[config.mk]
export PLATFORM = sky130hd
export DESIGN_NAME = mono_bitmap_to_lcd_bus
export DESIGN_NICKNAME = d
export VERILOG_FILES = /design/src/design/mbl_pkg.sv /design/src/design/mbl_regs.sv /design/src/design/mbl_front.sv /design/src/design/mbl_queue.sv /design/src/design/mbl_back.sv /design/src/design/mono_bitmap_to_lcd_bus.sv
export SDC_FILE = /design/constraint.sdc
export NUM_CORES = 1
export LEC_CHECK = 0
export BUFFER_PORTS_ARGS = -buffer_cell sky130_fd_sc_hd__buf_2
export CAP_MARGIN = 20
export CORE_ASPECT_RATIO = 1.2
export CORE_UTILIZATION = 60
export DETAILED_ROUTE_END_ITERATION = 12
export PLACE_DENSITY_LB_ADDON = 0.3
export REMOVE_ABC_BUFFERS = 1
export SETUP_SLACK_MARGIN = 0.2
export SLEW_MARGIN = 20
export SYNTH_ARGS = -nofsm -noshare
export SYNTH_HDL_FRONTEND = slang
export SYNTH_SLANG_ARGS = --single-unit
[constraint.sdc]
create_clock -name clk -period 12.1 [get_ports clk]
set_input_delay 2.42 -clock clk [delete_from_list [all_inputs] [get_ports clk]]
set_output_delay 2.42 -clock clk [all_outputs]
set_load 0.02 [all_outputs]
[src/design/mbl_pkg.sv]
// Shared types and constants for the monochrome bitmap to LCD bus converter.
`default_nettype none
package mbl_pkg;

  localparam int MBL_QUEUE_DEPTH = 4;

  localparam logic KIND_WINDOW = 1'b0;
  localparam logic KIND_PIXELS = 1'b1;

  localparam logic [7:0] CMD_COLUMN_ADDR  = 8'h2A;
  localparam logic [7:0] CMD_PAGE_ADDR    = 8'h2B;
  localparam logic [7:0] CMD_MEMORY_WRITE = 8'h2C;

  localparam logic [3:0] PIXELS_PER_BYTE = 4'd8;

  localparam logic [3:0] STEP_COL_CMD  = 4'd0;
  localparam logic [3:0] STEP_XS_HI    = 4'd1;
  localparam logic [3:0] STEP_XS_LO    = 4'd2;
  localparam logic [3:0] STEP_XE_HI    = 4'd3;
  localparam logic [3:0] STEP_XE_LO    = 4'd4;
  localparam logic [3:0] STEP_PAGE_CMD = 4'd5;
  localparam logic [3:0] STEP_YS_HI    = 4'd6;
  localparam logic [3:0] STEP_YS_LO    = 4'd7;
  localparam logic [3:0] STEP_YE_HI    = 4'd8;
  localparam logic [3:0] STEP_YE_LO    = 4'd9;
  localparam logic [3:0] STEP_WR_CMD   = 4'd10;

  typedef enum logic [2:0] {
    REG_FORE_COLOR   = 3'd0,
    REG_BACK_COLOR   = 3'd1,
    REG_LEFT_COLUMN  = 3'd2,
    REG_IMAGE_WIDTH  = 3'd3,
    REG_TOP_ROW      = 3'd4,
    REG_IMAGE_HEIGHT = 3'd5
  } reg_idx_t;

  typedef struct packed {
    logic [15:0] fore_color;
    logic [15:0] back_color;
    logic [15:0] left_column;
    logic [15:0] image_width;
    logic [15:0] top_row;
    logic [15:0] image_height;
  } cfg_t;

  typedef struct packed {
    logic       kind;
    logic [7:0] image_byte;
    logic [2:0] take_m1;
  } job_t;

endpackage
`default_nettype wire

[src/design/mbl_regs.sv]
// Configuration register file behind the APB-style port.
`default_nettype none
module mbl_regs
  import mbl_pkg::*;
(
  input  wire logic        clk,
  input  wire logic        rst,
  input  wire logic        psel,
  input  wire logic        penable,
  input  wire logic        pwrite,
  input  wire logic [4:0]  paddr,
  input  wire logic [31:0] pwdata,
  output logic      [31:0] prdata,
  output cfg_t             cfg
);

  logic     wr_en;
  reg_idx_t idx;

  assign wr_en = psel && penable && pwrite;
  assign idx   = reg_idx_t'(paddr[4:2]);

  always_ff @(posedge clk) begin
    if (rst) begin
      cfg.fore_color   <= 16'hFFFF;
      cfg.back_color   <= 16'h0000;
      cfg.left_column  <= 16'h0000;
      cfg.image_width  <= 16'd8;
      cfg.top_row      <= 16'h0000;
      cfg.image_height <= 16'd8;
    end else if (wr_en) begin
      unique case (idx)
        REG_FORE_COLOR:   cfg.fore_color   <= pwdata[15:0];
        REG_BACK_COLOR:   cfg.back_color   <= pwdata[15:0];
        REG_LEFT_COLUMN:  cfg.left_column  <= pwdata[15:0];
        REG_IMAGE_WIDTH:  cfg.image_width  <= pwdata[15:0];
        REG_TOP_ROW:      cfg.top_row      <= pwdata[15:0];
        REG_IMAGE_HEIGHT: cfg.image_height <= pwdata[15:0];
        default: ;
      endcase
    end
  end

  always_comb begin
    unique case (idx)
      REG_FORE_COLOR:   prdata = {16'h0000, cfg.fore_color};
      REG_BACK_COLOR:   prdata = {16'h0000, cfg.back_color};
      REG_LEFT_COLUMN:  prdata = {16'h0000, cfg.left_column};
      REG_IMAGE_WIDTH:  prdata = {16'h0000, cfg.image_width};
      REG_TOP_ROW:      prdata = {16'h0000, cfg.top_row};
      REG_IMAGE_HEIGHT: prdata = {16'h0000, cfg.image_height};
      default:          prdata = 32'h0000_0000;
    endcase
  end

endmodule
`default_nettype wire

[src/design/mbl_front.sv]
// Front end: accepts input beats, tracks row and column, and queues jobs.
`default_nettype none
module mbl_front
  import mbl_pkg::*;
(
  input  wire logic       clk,
  input  wire logic       rst,
  input  wire logic       in_valid,
  output logic            in_ready,
  input  wire logic       kind,
  input  wire logic [7:0] image_byte,
  input  wire cfg_t       cfg,
  input  wire logic       q_full,
  output logic            push,
  output job_t            push_job
);

  logic [15:0] column_count;
  logic [15:0] row_count;
  logic        active;
  logic        accept;
  logic        drawing;
  logic [15:0] remain;
  logic [3:0]  take;
  logic        row_done;

  assign in_ready = !q_full;
  assign accept   = in_valid && in_ready;
  assign drawing  = active && (row_count < cfg.image_height);

  always_comb begin
    remain   = (column_count < cfg.image_width) ? (cfg.image_width - column_count) : 16'd0;
    take     = (remain >= 16'(PIXELS_PER_BYTE)) ? PIXELS_PER_BYTE : remain[3:0];
    row_done = (remain <= 16'(PIXELS_PER_BYTE));
  end

  assign push = accept && ((kind == KIND_WINDOW) || (drawing && (take != 4'd0)));
  assign push_job.kind       = kind;
  assign push_job.image_byte = image_byte;
  assign push_job.take_m1    = 3'(take - 4'd1);

  always_ff @(posedge clk) begin
    if (rst) begin
      column_count <= 16'd0;
      row_count    <= 16'd0;
      active       <= 1'b0;
    end else if (accept) begin
      if (kind == KIND_WINDOW) begin
        column_count <= 16'd0;
        row_count    <= 16'd0;
        active       <= 1'b1;
      end else if (drawing) begin
        if (row_done) begin
          column_count <= 16'd0;
          row_count    <= row_count + 16'd1;
        end else begin
          column_count <= column_count + 16'(take);
        end
      end
    end
  end

endmodule
`default_nettype wire

[src/design/mbl_queue.sv]
// Short job queue between the front end and the bus sequencer.
`default_nettype none
module mbl_queue
  import mbl_pkg::*;
#(
  parameter int DEPTH = MBL_QUEUE_DEPTH
) (
  input  wire logic clk,
  input  wire logic rst,
  input  wire logic push,
  input  wire job_t push_job,
  output logic      full,
  input  wire logic pop,
  output logic      valid,
  output job_t      head
);

  localparam int PW = (DEPTH > 1) ? $clog2(DEPTH) : 1;
  localparam int CW = $clog2(DEPTH + 1);

  job_t          slots [DEPTH];
  logic [PW-1:0] wr_ptr;
  logic [PW-1:0] rd_ptr;
  logic [CW-1:0] count;

  assign full  = (count == CW'(DEPTH));
  assign valid = (count != '0);
  assign head  = slots[rd_ptr];

  always_ff @(posedge clk) begin
    if (push) begin
      slots[wr_ptr] <= push_job;
    end
  end

  always_ff @(posedge clk) begin
    if (rst) begin
      wr_ptr <= '0;
      rd_ptr <= '0;
      count  <= '0;
    end else begin
      if (push) begin
        wr_ptr <= (wr_ptr == PW'(DEPTH - 1)) ? '0 : wr_ptr + PW'(1);
      end
      if (pop) begin
        rd_ptr <= (rd_ptr == PW'(DEPTH - 1)) ? '0 : rd_ptr + PW'(1);
      end
      if (push && !pop) begin
        count <= count + CW'(1);
      end else if (pop && !push) begin
        count <= count - CW'(1);
      end
    end
  end

endmodule
`default_nettype wire

[src/design/mbl_back.sv]
// Bus sequencer: turns queued jobs into byte strobes behind an output register.
`default_nettype none
module mbl_back
  import mbl_pkg::*;
(
  input  wire logic       clk,
  input  wire logic       rst,
  input  wire cfg_t       cfg,
  input  wire logic       q_valid,
  input  wire job_t       q_head,
  output logic            pop,
  output logic            out_valid,
  input  wire logic       out_ready,
  output logic            is_data,
  output logic [7:0]      bus_byte,
  output logic            last
);

  logic        busy;
  logic        job_kind;
  logic [7:0]  job_byte;
  logic [2:0]  job_take_m1;
  logic [3:0]  step;
  logic        advance;
  logic        step_last;
  logic        cur_is_data;
  logic [7:0]  cur_byte;
  logic [15:0] x_end;
  logic [15:0] y_end;
  logic [15:0] color;

  assign advance = !out_valid || out_ready;
  assign x_end   = cfg.left_column + cfg.image_width - 16'd1;
  assign y_end   = cfg.top_row + cfg.image_height - 16'd1;
  assign color   = job_byte[~step[3:1]] ? cfg.fore_color : cfg.back_color;

  always_comb begin
    if (job_kind == KIND_WINDOW) begin
      step_last = (step == STEP_WR_CMD);
    end else begin
      step_last = (step[3:1] == job_take_m1) && step[0];
    end
    pop = q_valid && (!busy || (advance && step_last));
  end

  always_comb begin
    cur_is_data = 1'b1;
    cur_byte    = 8'h00;
    if (job_kind == KIND_PIXELS) begin
      cur_byte = step[0] ? color[7:0] : color[15:8];
    end else begin
      unique case (step)
        STEP_COL_CMD: begin
          cur_is_data = 1'b0;
          cur_byte    = CMD_COLUMN_ADDR;
        end
        STEP_XS_HI: cur_byte = cfg.left_column[15:8];
        STEP_XS_LO: cur_byte = cfg.left_column[7:0];
        STEP_XE_HI: cur_byte = x_end[15:8];
        STEP_XE_LO: cur_byte = x_end[7:0];
        STEP_PAGE_CMD: begin
          cur_is_data = 1'b0;
          cur_byte    = CMD_PAGE_ADDR;
        end
        STEP_YS_HI: cur_byte = cfg.top_row[15:8];
        STEP_YS_LO: cur_byte = cfg.top_row[7:0];
        STEP_YE_HI: cur_byte = y_end[15:8];
        STEP_YE_LO: cur_byte = y_end[7:0];
        STEP_WR_CMD: begin
          cur_is_data = 1'b0;
          cur_byte    = CMD_MEMORY_WRITE;
        end
        default: begin
          cur_is_data = 1'b0;
          cur_byte    = CMD_MEMORY_WRITE;
        end
      endcase
    end
  end

  always_ff @(posedge clk) begin
    if (rst) begin
      busy      <= 1'b0;
      out_valid <= 1'b0;
    end else begin
      if (advance) begin
        out_valid <= busy;
      end
      if (pop) begin
        busy <= 1'b1;
      end else if (advance && busy && step_last) begin
        busy <= 1'b0;
      end
    end
  end

  always_ff @(posedge clk) begin
    if (pop) begin
      job_kind    <= q_head.kind;
      job_byte    <= q_head.image_byte;
      job_take_m1 <= q_head.take_m1;
      step        <= 4'd0;
    end else if (advance && busy) begin
      step <= step + 4'd1;
    end
    if (advance && busy) begin
      is_data  <= cur_is_data;
      bus_byte <= cur_byte;
      last     <= step_last;
    end
  end

endmodule
`default_nettype wire

[src/design/mono_bitmap_to_lcd_bus.sv]
// Top level of the monochrome bitmap to LCD bus converter.
// An item passes the job queue and job registers before its first beat is registered.
// A start item gives 11 beats; a bitmap byte gives two beats per drawn pixel, up to 16.
// The bus sequencer sends one beat per cycle unless out_ready stalls the output.
// A four-entry job queue lets input beats be taken while earlier jobs are still sent.
// Synchronous reset clears the counters, queue and out_valid; registers take defaults.
`default_nettype none
module mono_bitmap_to_lcd_bus
  import mbl_pkg::*;
#(
  parameter int QUEUE_DEPTH = MBL_QUEUE_DEPTH
) (
  input  wire logic        clk,
  input  wire logic        rst,
  input  wire logic        psel,
  input  wire logic        penable,
  input  wire logic        pwrite,
  input  wire logic [4:0]  paddr,
  input  wire logic [31:0] pwdata,
  output logic      [31:0] prdata,
  output logic             pready,
  input  wire logic        in_valid,
  output logic             in_ready,
  input  wire logic        kind,
  input  wire logic [7:0]  image_byte,
  output logic             out_valid,
  input  wire logic        out_ready,
  output logic             is_data,
  output logic [7:0]       bus_byte,
  output logic             last
);

  cfg_t cfg;
  logic q_full;
  logic q_push;
  job_t q_push_job;
  logic q_pop;
  logic q_valid;
  job_t q_head;

  assign pready = 1'b1;

  mbl_regs u_regs (
    .clk     (clk),
    .rst     (rst),
    .psel    (psel),
    .penable (penable),
    .pwrite  (pwrite),
    .paddr   (paddr),
    .pwdata  (pwdata),
    .prdata  (prdata),
    .cfg     (cfg)
  );

  mbl_front u_front (
    .clk        (clk),
    .rst        (rst),
    .in_valid   (in_valid),
    .in_ready   (in_ready),
    .kind       (kind),
    .image_byte (image_byte),
    .cfg        (cfg),
    .q_full     (q_full),
    .push       (q_push),
    .push_job   (q_push_job)
  );

  mbl_queue #(
    .DEPTH (QUEUE_DEPTH)
  ) u_queue (
    .clk      (clk),
    .rst      (rst),
    .push     (q_push),
    .push_job (q_push_job),
    .full     (q_full),
    .pop      (q_pop),
    .valid    (q_valid),
    .head     (q_head)
  );

  mbl_back u_back (
    .clk       (clk),
    .rst       (rst),
    .cfg       (cfg),
    .q_valid   (q_valid),
    .q_head    (q_head),
    .pop       (q_pop),
    .out_valid (out_valid),
    .out_ready (out_ready),
    .is_data   (is_data),
    .bus_byte  (bus_byte),
    .last      (last)
  );

endmodule
`default_nettype wire

==> Yosys cells after proc, flatten, opt, wreduce, memory -nomap -nowiden <==
Memories as Yosys holds them, arrays and structs flattened. A register that Yosys moved wholly into a read port is not among the register bits.
Cells that the tools add are included.
{ "word_totals": {"latch_bits": 0, "n_memories": 1, "mem_bits_ro": 0, "ramBits": 48, "elab_cells": 122, "in_bits": 53, "out_inout_bits": 45, "reg_bits": 152} }
{ "mem_list": {"columns": ["memory", "depth", "width", "read_ports", "rd_ports_with_merged_regs", "wr", "line_no", "rtl"], "rows": [
  ["u_queue.slots", 4, 12, 1, 1, 1, "mbl_queue.sv:21", "job_t slots [DEPTH];"]
]} }
{ "op_classes": {"multipliers": 0, "bitwise_logic": 2, "mux": 25, "div": 0, "eq_ne": 21, "shifts": 0, "add_sub_neg": 13, "n_reduce_logical": 37, "n_lt_le_gt_ge": 5} }
{ "ops": {"columns": ["operator", "count"], "rows": [
  ["$mux W16", 8],
  ["$pmux W16 S6", 1],
  ["$pmux W8 S10", 1],
  ["$add A16 B16 Y16", 2],
  ["$lt A16 B16 Y1", 2],
  ["$sub A16 B1 Y16 const B", 2],
  ["$add A16 B1 Y16 const B", 1],
  ["$add A16 B4 Y16", 1],
  ["$eq A4 B3 Y1 const B", 4],
  ["$ge A16 B4 Y1 const B", 1],
  ["$le A16 B4 Y1 const B", 1],
  ["$mux W8", 2],
  ["$reduce_and A2 Y1", 8],
  ["$sub A16 B16 Y16", 1],
  ["$logic_and A1 B1 Y1", 13],
  ["$eq A4 B4 Y1 const B", 3],
  ["$eq A3 B3 Y1 const B", 3],
  ["$eq A4 B2 Y1 const B", 2],
  ["$reduce_or A8 Y1", 1],
  ["$mux W1", 7],
  ["$eq A3 B2 Y1 const B", 2],
  ["$mux W3", 2],
  ["$sub A3 B1 Y3 const B", 2],
  ["$logic_not A1 Y1", 5],
  ["21 further kinds", 28]
]} }

==> Logic depth before layout (Yosys ltp) <==
Gate-level depths: netlist of run 1.
{ "depth": {"ltp_word": 12, "depth_mapped": 22, "mapped_depth_nobuf": 22} }

==> By module <==
From an unflattened synthesis of run 1, not the netlist that was laid out.
{ "unflattened": {"cells_unflattened": 1526, "area_unflattened_um2": 14236.2} }
{ "by_module_without_submodules": {"columns": ["mod", "cells_each", "seq_area_each_um2", "area_per_inst_um2", "instances"], "rows": [
  ["mbl_regs", 484, 1921.8, 4748.3, 1],
  ["mbl_back", 508, 780.7, 4085.2, 1],
  ["mbl_front", 426, 660.6, 3214.3, 1],
  ["mbl_queue", 106, 1621.6, 2177.1, 1],
  ["mono_bitmap_to_lcd_bus", 2, 0.0, 11.3, 1]
]} }

==> Worst setup path before layout of run 1 <==
No wires, ideal clock.
{ "synth_timing": {"path_type": "input -> output", "start": "in paddr[4]", "end": "out prdata[10]", "required_ns": 9.680, "stages": 4, "arrival_time_ns": 3.651, "n_path_buf": 1, "path_slack_ns": 6.029, "path_cell_list": "nor3b_1 clkbuf_1 a22oi_1 nand3_1"} }
{ "synth_via": {"elab_chain_cells": 2, "word_cells_on_any_way": 7, "classes_between": "eq/ne (5); mux (1); reduce/logical (1)"} }
{ "synth_lines": {"columns": ["item", "line_no", "rtl"], "rows": [
  ["from (decl)", "mono_bitmap_to_lcd_bus.sv:18", "input wire logic [4:0] paddr,"],
  ["$eq A3 B3 Y1 (tied with other cells)", "mbl_regs.sv:45", "unique case (idx)"],
  ["$pmux W16 S6 (*)", "mbl_regs.sv:45", null],
  ["to (decl)", "mono_bitmap_to_lcd_bus.sv:20", "output logic [31:0] prdata,"]
]} }
Every way passes the cells marked *; elsewhere a longest branch is shown, timed or not.

==> Final worst setup path of run 1 <==
{ "layout_timing": {"start": "in paddr[4]", "end": "out prdata[1]"} }
The elaborated chain is that of the path after synthesis.

==> flow_summary.yaml, run 1 <==
worst_hold_path:
  hold_path.class: "register to register"
logic_synthesis:
  synth_cell_types: 77
  syn-cell-area_mm2: 0.0130
  synth_edf_count: 70
  syn_inst: 1489
  avgSynthCellArea_um2: 8.72
  synth_area_leaders: "dfxtp_1, edfxtp_1, ha_1"
  synthFlopType: "dfxtp_1"
  synth_seq_cells: 212
  ys_seq_area_share_pct: 38.1
  synthArstFlopShare_pct: 0
  yosysTopAreaCellShare_pct: 21.9
  yosys_warnings: 0
  yosys.area.top_type: "dfxtp_1"
sta:
  grt_setup_unrepaired: "false"
  relSlewSlack_pct: 18.8
  fin_tns_setup_ns: 0
  tightest_slew_ns: 1.22
  skew_ns: 0.0433
  finalHoldViolCount: 0
  drv_slew: 0
  setup_viol_count_final: 0
  finalCriticalPeriod_ns: 6.47
  period_share_pct: 53.5
  clock.fmax_mhz: 155
floorplanning:
  core_area_mm2: 0.0211
  start_util_pct: 61.5
  ios: 98
  dieArea_mm2: 0.0222
  fp.dieW_um: 136
  die_y_um: 163
  num_rows: 58
setup_path:
  endpoint_kind: "output port"
  startpoint_type: "input port"
  cp_max_fo: 18
  worstSetupPathType: "input port to output port"
  worstPathRequired_ns: 9.68
  worstPathArrival_ns: 4.05
place:
  dpl.cell_count: 1757
  io_buffers: 62
  dpl.hpwl_mm: 25.9
  gp_congestion: 0.956
clock_network:
  cts_resized: 0
  cts_hold_buf: 0
  numCtsBuffers: 23
  root_buffer: "clkbuf_16"
  post_cts_buffers: 0
  tritoncts: "yes"
  clk_latency_ns: 0.55
  clock_path_buffers: 3
  clk_transition_reported_paths_ns: 0.06
  htreeDepth: 1
  cts.sinks: 212
global_route:
  grtUsageTotal_pct: 32.2
  antenna_found_initial: 2
  grt_max_degree: 98
  grt_pass1_wl_mm: 55.4
  grt_pass1_vias: 10400
  grt_overflow: 0
layout:
  layout.nets: 1676
  area_growth_pct: 8.89
  final_layout_size_suffix_gt1_share_pct: 9.42
  final_cells: 1800
  n_fill_cell: 1712
  layout_commonest_cell: "nand2_1"
  multi_input_area_mm2: 0.00713
  layout_common_cells: "nand2_1, inv_1, dfxtp_1"
  ff_latch_area_mm2: 0.00494
routing:
  dr.pass1.iters: 9
  drc: 0
  drt_iter0_markers: 1064
  routed-via-count: 11200
  detail_route.vias_per_cell: 6.24
  wire_per_inst_um: 19.8
  routed_wirelength_mm: 35.6
  antenna_left: 0
run_status:
  status: "completed"
power:
  peakVddDrop_mv: 0.149
  power_per_cell_area_mw_per_mm2: 150
  total_leakage_power_nw: 5.33
job:
  drv_cap: 0
cell families after synthesis:
logic type	share of synthesized area, %
AND/OR/NAND/NOR	16.8
AO/OA/AOI/OAI	18.2
buffers and inverters	7.71
flip-flops	38.1
adder cells (fa/ha/maj)	11.0
XOR/XNOR	3.30
multiplexers	4.83
other	0.0578
cells in the mapped netlist, types with 3 or more instances:
cell / number
o22ai_1: 6
mux2i_1: 11
inv_1: 158
o21a_1: 7
dfxtp_1: 142
nand4_1: 9
nand3_1: 37
nor2b_1: 29
nand2_1: 214
a21o_1: 11
and2_1: 11
or2_2: 3
a211oi_1: 13
a2111oi_0: 4
nor3b_1: 4
a211o_1: 21
fa_1: 5
nor3_1: 24
clkbuf_1: 61
nand2b_1: 12
or3_1: 7
xnor2_1: 35
a21oi_1: 138
buf_2: 3
and2_0: 3
mux4_2: 22
a221oi_1: 11
nand3b_1: 3
buf_1: 6
o21bai_1: 4
a31oi_1: 4
ha_1: 106
and3_1: 9
o31ai_1: 14
or4_1: 11
o211ai_1: 6
nor4_1: 5
a22oi_1: 54
o21ai_0: 45
buf_4: 17
xor2_1: 14
o41ai_1: 3
nor2_1: 74
edfxtp_1: 70
flip-flops by register name (all words and copies together), names as in the netlist:
| register | cells |
|---|---|
| u_back.bus_byte | 8 |
| u_back.busy | 1 |
| u_back.is_data | 1 |
| u_back.job_byte | 8 |
| u_back.job_kind | 1 |
| u_back.job_take_m1 | 3 |
| u_back.last | 1 |
| u_back.out_valid | 1 |
| u_back.step | 4 |
| u_front.active | 1 |
| u_front.column_count | 16 |
| u_front.row_count | 16 |
| u_queue.count | 3 |
| u_queue.rd_ptr | 2 |
| u_queue.slots | 48 |
| u_queue.wr_ptr | 2 |
| u_regs.cfg | 96 |
where the power goes:
group | leakage [nW] | internal, mW | total [mW] | switching, mW
clock | 0.371 | 0.405 | 0.701 | 0.295
combinational | 3.20 | 0.213 | 0.539 | 0.326
sequential | 1.75 | 0.817 | 0.877 | 0.0605
path summary, 6_finish.rpt:
path         slack (ns)                                 start  depth (start not counted)                            end
min                0.47           u_regs.cfg[78]$_SDFFE_PP0P_                          2    u_regs.cfg[78]$_SDFFE_PP0P_
min reg2reg        0.47           u_regs.cfg[78]$_SDFFE_PP0P_                          2    u_regs.cfg[78]$_SDFFE_PP0P_
max                5.63                              paddr[4]                          5                      prdata[1]
max reg2reg        6.37  u_front.column_count[3]$_SDFFE_PP0P_                         21  u_queue.count[2]$_SDFFE_PP0P_
stage by stage:
step	cell area [µm²]	hold WS (ns)	util [%]	setup slack, ns	power (mW)
global route	14100	0.493	67.0	5.61	2.20
CTS	14100	0.472	67.0	5.72	2.11
detailed placement	13400	0.464	63.4	5.73	1.42
floorplan	12600	0.440	-	5.73	1.24
finish	14100	0.473	67.0	5.63	2.12
global placement	13400	0.452	63.3	5.55	1.40
layout make-up:
cell class | count | share of cell area, %
Antenna cell | 2 | 0.0354
Clock buffer | 37 | 5.03
Clock inverter | 4 | 0.274
Inverter | 159 | 4.22
Multi-Input combinational cell | 1045 | 50.4
Sequential cell | 212 | 35.0
Tap cell | 270 | 2.39
Timing Repair Buffer | 71 | 2.72
per-layer routing:
layer / wire length (µm) / vias to the layer above / global-route usage (%)
met5: 0 / - / 0
met2: 17200 / 561 / 54.0
li1: - / 5274 / -
met3: 3110 / 76 / 5.37
met4: 1240 / 0 / 12.9
met1: 14100 / 5326 / 41.0
worst max-delay path, stage by stage:
cell and delay, ns:
buf_2 0.15, and3b_1 0.83, a22oi_1 0.25, nand3_1 0.20
buf_2 0.19
Note: power is estimated with default switching activity, not from simulation.
==> run 2: changes to the inputs <==
CORE_UTILIZATION = 55   (was 60)
clock period = 5.2 ns   (was 12.1 ns; I/O delays follow)
==> flow_summary.yaml, run 2 (synthesis results as in run 1) <==
run_status:
  status: "completed"
floorplanning:
  die_y_um: 170
  ios: 98
  dieArea_mm2: 0.0242
  core_area_mm2: 0.0232
  num_rows: 61
  fp.dieW_um: 142
  start_util_pct: 56.0
global_route:
  busiest_layer: "met2"
  grt_overflow: 0
  gr-usage-met3_pct: 3.77
  grt_max_degree: 90
  grt_pass1_wl_mm: 56.1
  grt_pass1_vias: 10600
  grtUsageTotal_pct: 29.9
  use_met1_pct: 38.0
  antenna_found_initial: 0
  grtUsageMet2_pct: 50.0
setup_path:
  endpoint_kind: "register"
  worstPathArrival_ns: 5.32
  cp_max_fo: 5
  startpoint_type: "register"
  worstPathRequired_ns: 5.66
  worstSetupPathType: "register to register"
clock_network:
  cts.sinks: 212
  clock_path_buffers: 3
  clk_latency_ns: 0.53
  cts_hold_buf: 0
  clk_transition_reported_paths_ns: 0.06
  tritoncts: "yes"
  root_buffer: "clkbuf_16"
  numCtsBuffers: 23
  htreeDepth: 1
layout:
  multi_input_area_mm2: 0.00726
  layout.nets: 1697
  largest_reg_flops: 96
  final_layout_size_suffix_gt1_share_pct: 12.3
  n_fill_cell: 1982
  ff_latch_area_mm2: 0.00495
  largest_register: "u_regs.cfg"
  layout_commonest_cell: "nand2_1"
  final_util_pct: 62.5
  area_growth_pct: 11.6
  reg_top3: "u_regs.cfg: 96 flops, u_queue.slots: 48 flops"
  design_area_mm2: 0.0145
  diodes: 0
  layout_common_cells: "nand2_1, inv_1, dfxtp_1"
sta:
  setup_viol_count_final: 0
  worst_hold_slack_ns: 0.469
  grt_setup_unrepaired: "false"
  drv_slew: 0
  period_share_pct: 93.6
  skew_ns: 0.00974
  tightest_slew_ns: 1.13
  clock.fmax_mhz: 206
  fin_tns_setup_ns: 0
  finalHoldViolCount: 0
  relSlewSlack_pct: 24.3
  finalCriticalPeriod_ns: 4.87
routing:
  routed-via-count: 11100
  drc: 0
  detail_route.vias_per_cell: 5.96
  wire_per_inst_um: 19.2
  drt_iter0_markers: 925
  dr.pass1.iters: 6
  routed_wirelength_mm: 35.9
  antenna_left: 0
place:
  dpl.hpwl_mm: 26.0
  postPlaceCellArea_mm2: 0.0136
  gp_congestion: 0.949
  io_buffers: 62
power:
  peakVddDrop_mv: 0.306
  power_per_cell_area_mw_per_mm2: 346
  total_leakage_power_nw: 5.45
job:
  drv_cap: 0
worst_hold_path:
  hold_path.class: "register to register"
[run 2: changes by cell type in the layout (fill, tap and decap cells not counted), moves of 3 or more]
cell	delta
buf_4	+22
a21oi_1	-3
ha_2	+3
clkbuf_1	-3
ha_4	+4
ha_1	-7
clkinv_2	+3
[run 2: layer usage]
layer | vias to the layer above | wire length (µm)
li1 | 5307 | -
met1 | 5181 | 14400
met2 | 512 | 16800
met3 | 110 | 2710
met4 | 0 | 1890
met5 | - | 0
[run 2: final cells by class]
cell class / instances / share of cell area, %
Clock inverter: 13 / 0.993
Multi-Input combinational cell: 1045 / 50.1
Timing Repair Buffer: 92 / 3.71
Sequential cell: 212 / 34.1
Clock buffer: 29 / 4.26
Inverter: 159 / 4.12
Tap cell: 315 / 2.72
[run 2: per-stage QoR]
step / cells / power, mW / setup WS, ns
after detailed placement: 1820 / 3.33 / 0.154
after global placement: 1820 / 3.30 / 0.311
final: 1865 / 5.02 / 0.335
after CTS: 1862 / 4.99 / 0.206
after floorplan: 1416 / 2.89 / 0.717
after global routing: 1865 / 5.21 / 0.148
[run 2: power by group]
| group | internal (mW) | switching [mW] |
|---|---|---|
| combinational | 0.534 | 0.798 |
| clock | 0.955 | 0.703 |
| sequential | 1.90 | 0.130 |
| total | 3.39 | 1.63 |
[run 2: what timing repair did]
item	in CTS	in global routing
gates resized for setup	2	29
pin swaps	1	10
buffers inserted	0	3
setup endpoints to repair	1	7
[run 2: path summary, 6_finish.rpt]
path | from | to | cells after the start | slack (ns)
worst max-delay path | u_regs.cfg[32]$_SDFFE_PP0P_ | u_queue.count[2]$_SDFFE_PP0P_ | 23 | 0.33
worst min-delay path | u_regs.cfg[72]$_SDFFE_PP0P_ | u_regs.cfg[72]$_SDFFE_PP0P_ | 2 | 0.47
worst max register to register | u_regs.cfg[32]$_SDFFE_PP0P_ | u_queue.count[2]$_SDFFE_PP0P_ | 23 | 0.33
worst min register to register | u_regs.cfg[72]$_SDFFE_PP0P_ | u_regs.cfg[72]$_SDFFE_PP0P_ | 2 | 0.47
[run 2: critical path: stages, from the launching register on]
cell      delay, ns
dfxtp_1        0.37
inv_2          0.08
ha_2           0.21
fa_2           0.37
nand2b_4       0.17
a21oi_2        0.13
xor2_1         0.11
nor4_2         0.35
nand4_1        0.20
nor3_4         0.27
nand4_1        0.23
nor2_2         0.18
inv_1          0.11
ha_1           0.25
nand2_1        0.07
o21ai_0        0.08
a41oi_1        0.20
buf_4          0.18
ha_1           0.18
inv_1          0.06
fa_1           0.37
xor2_1         0.16
or3_1          0.32
a21oi_1        0.14
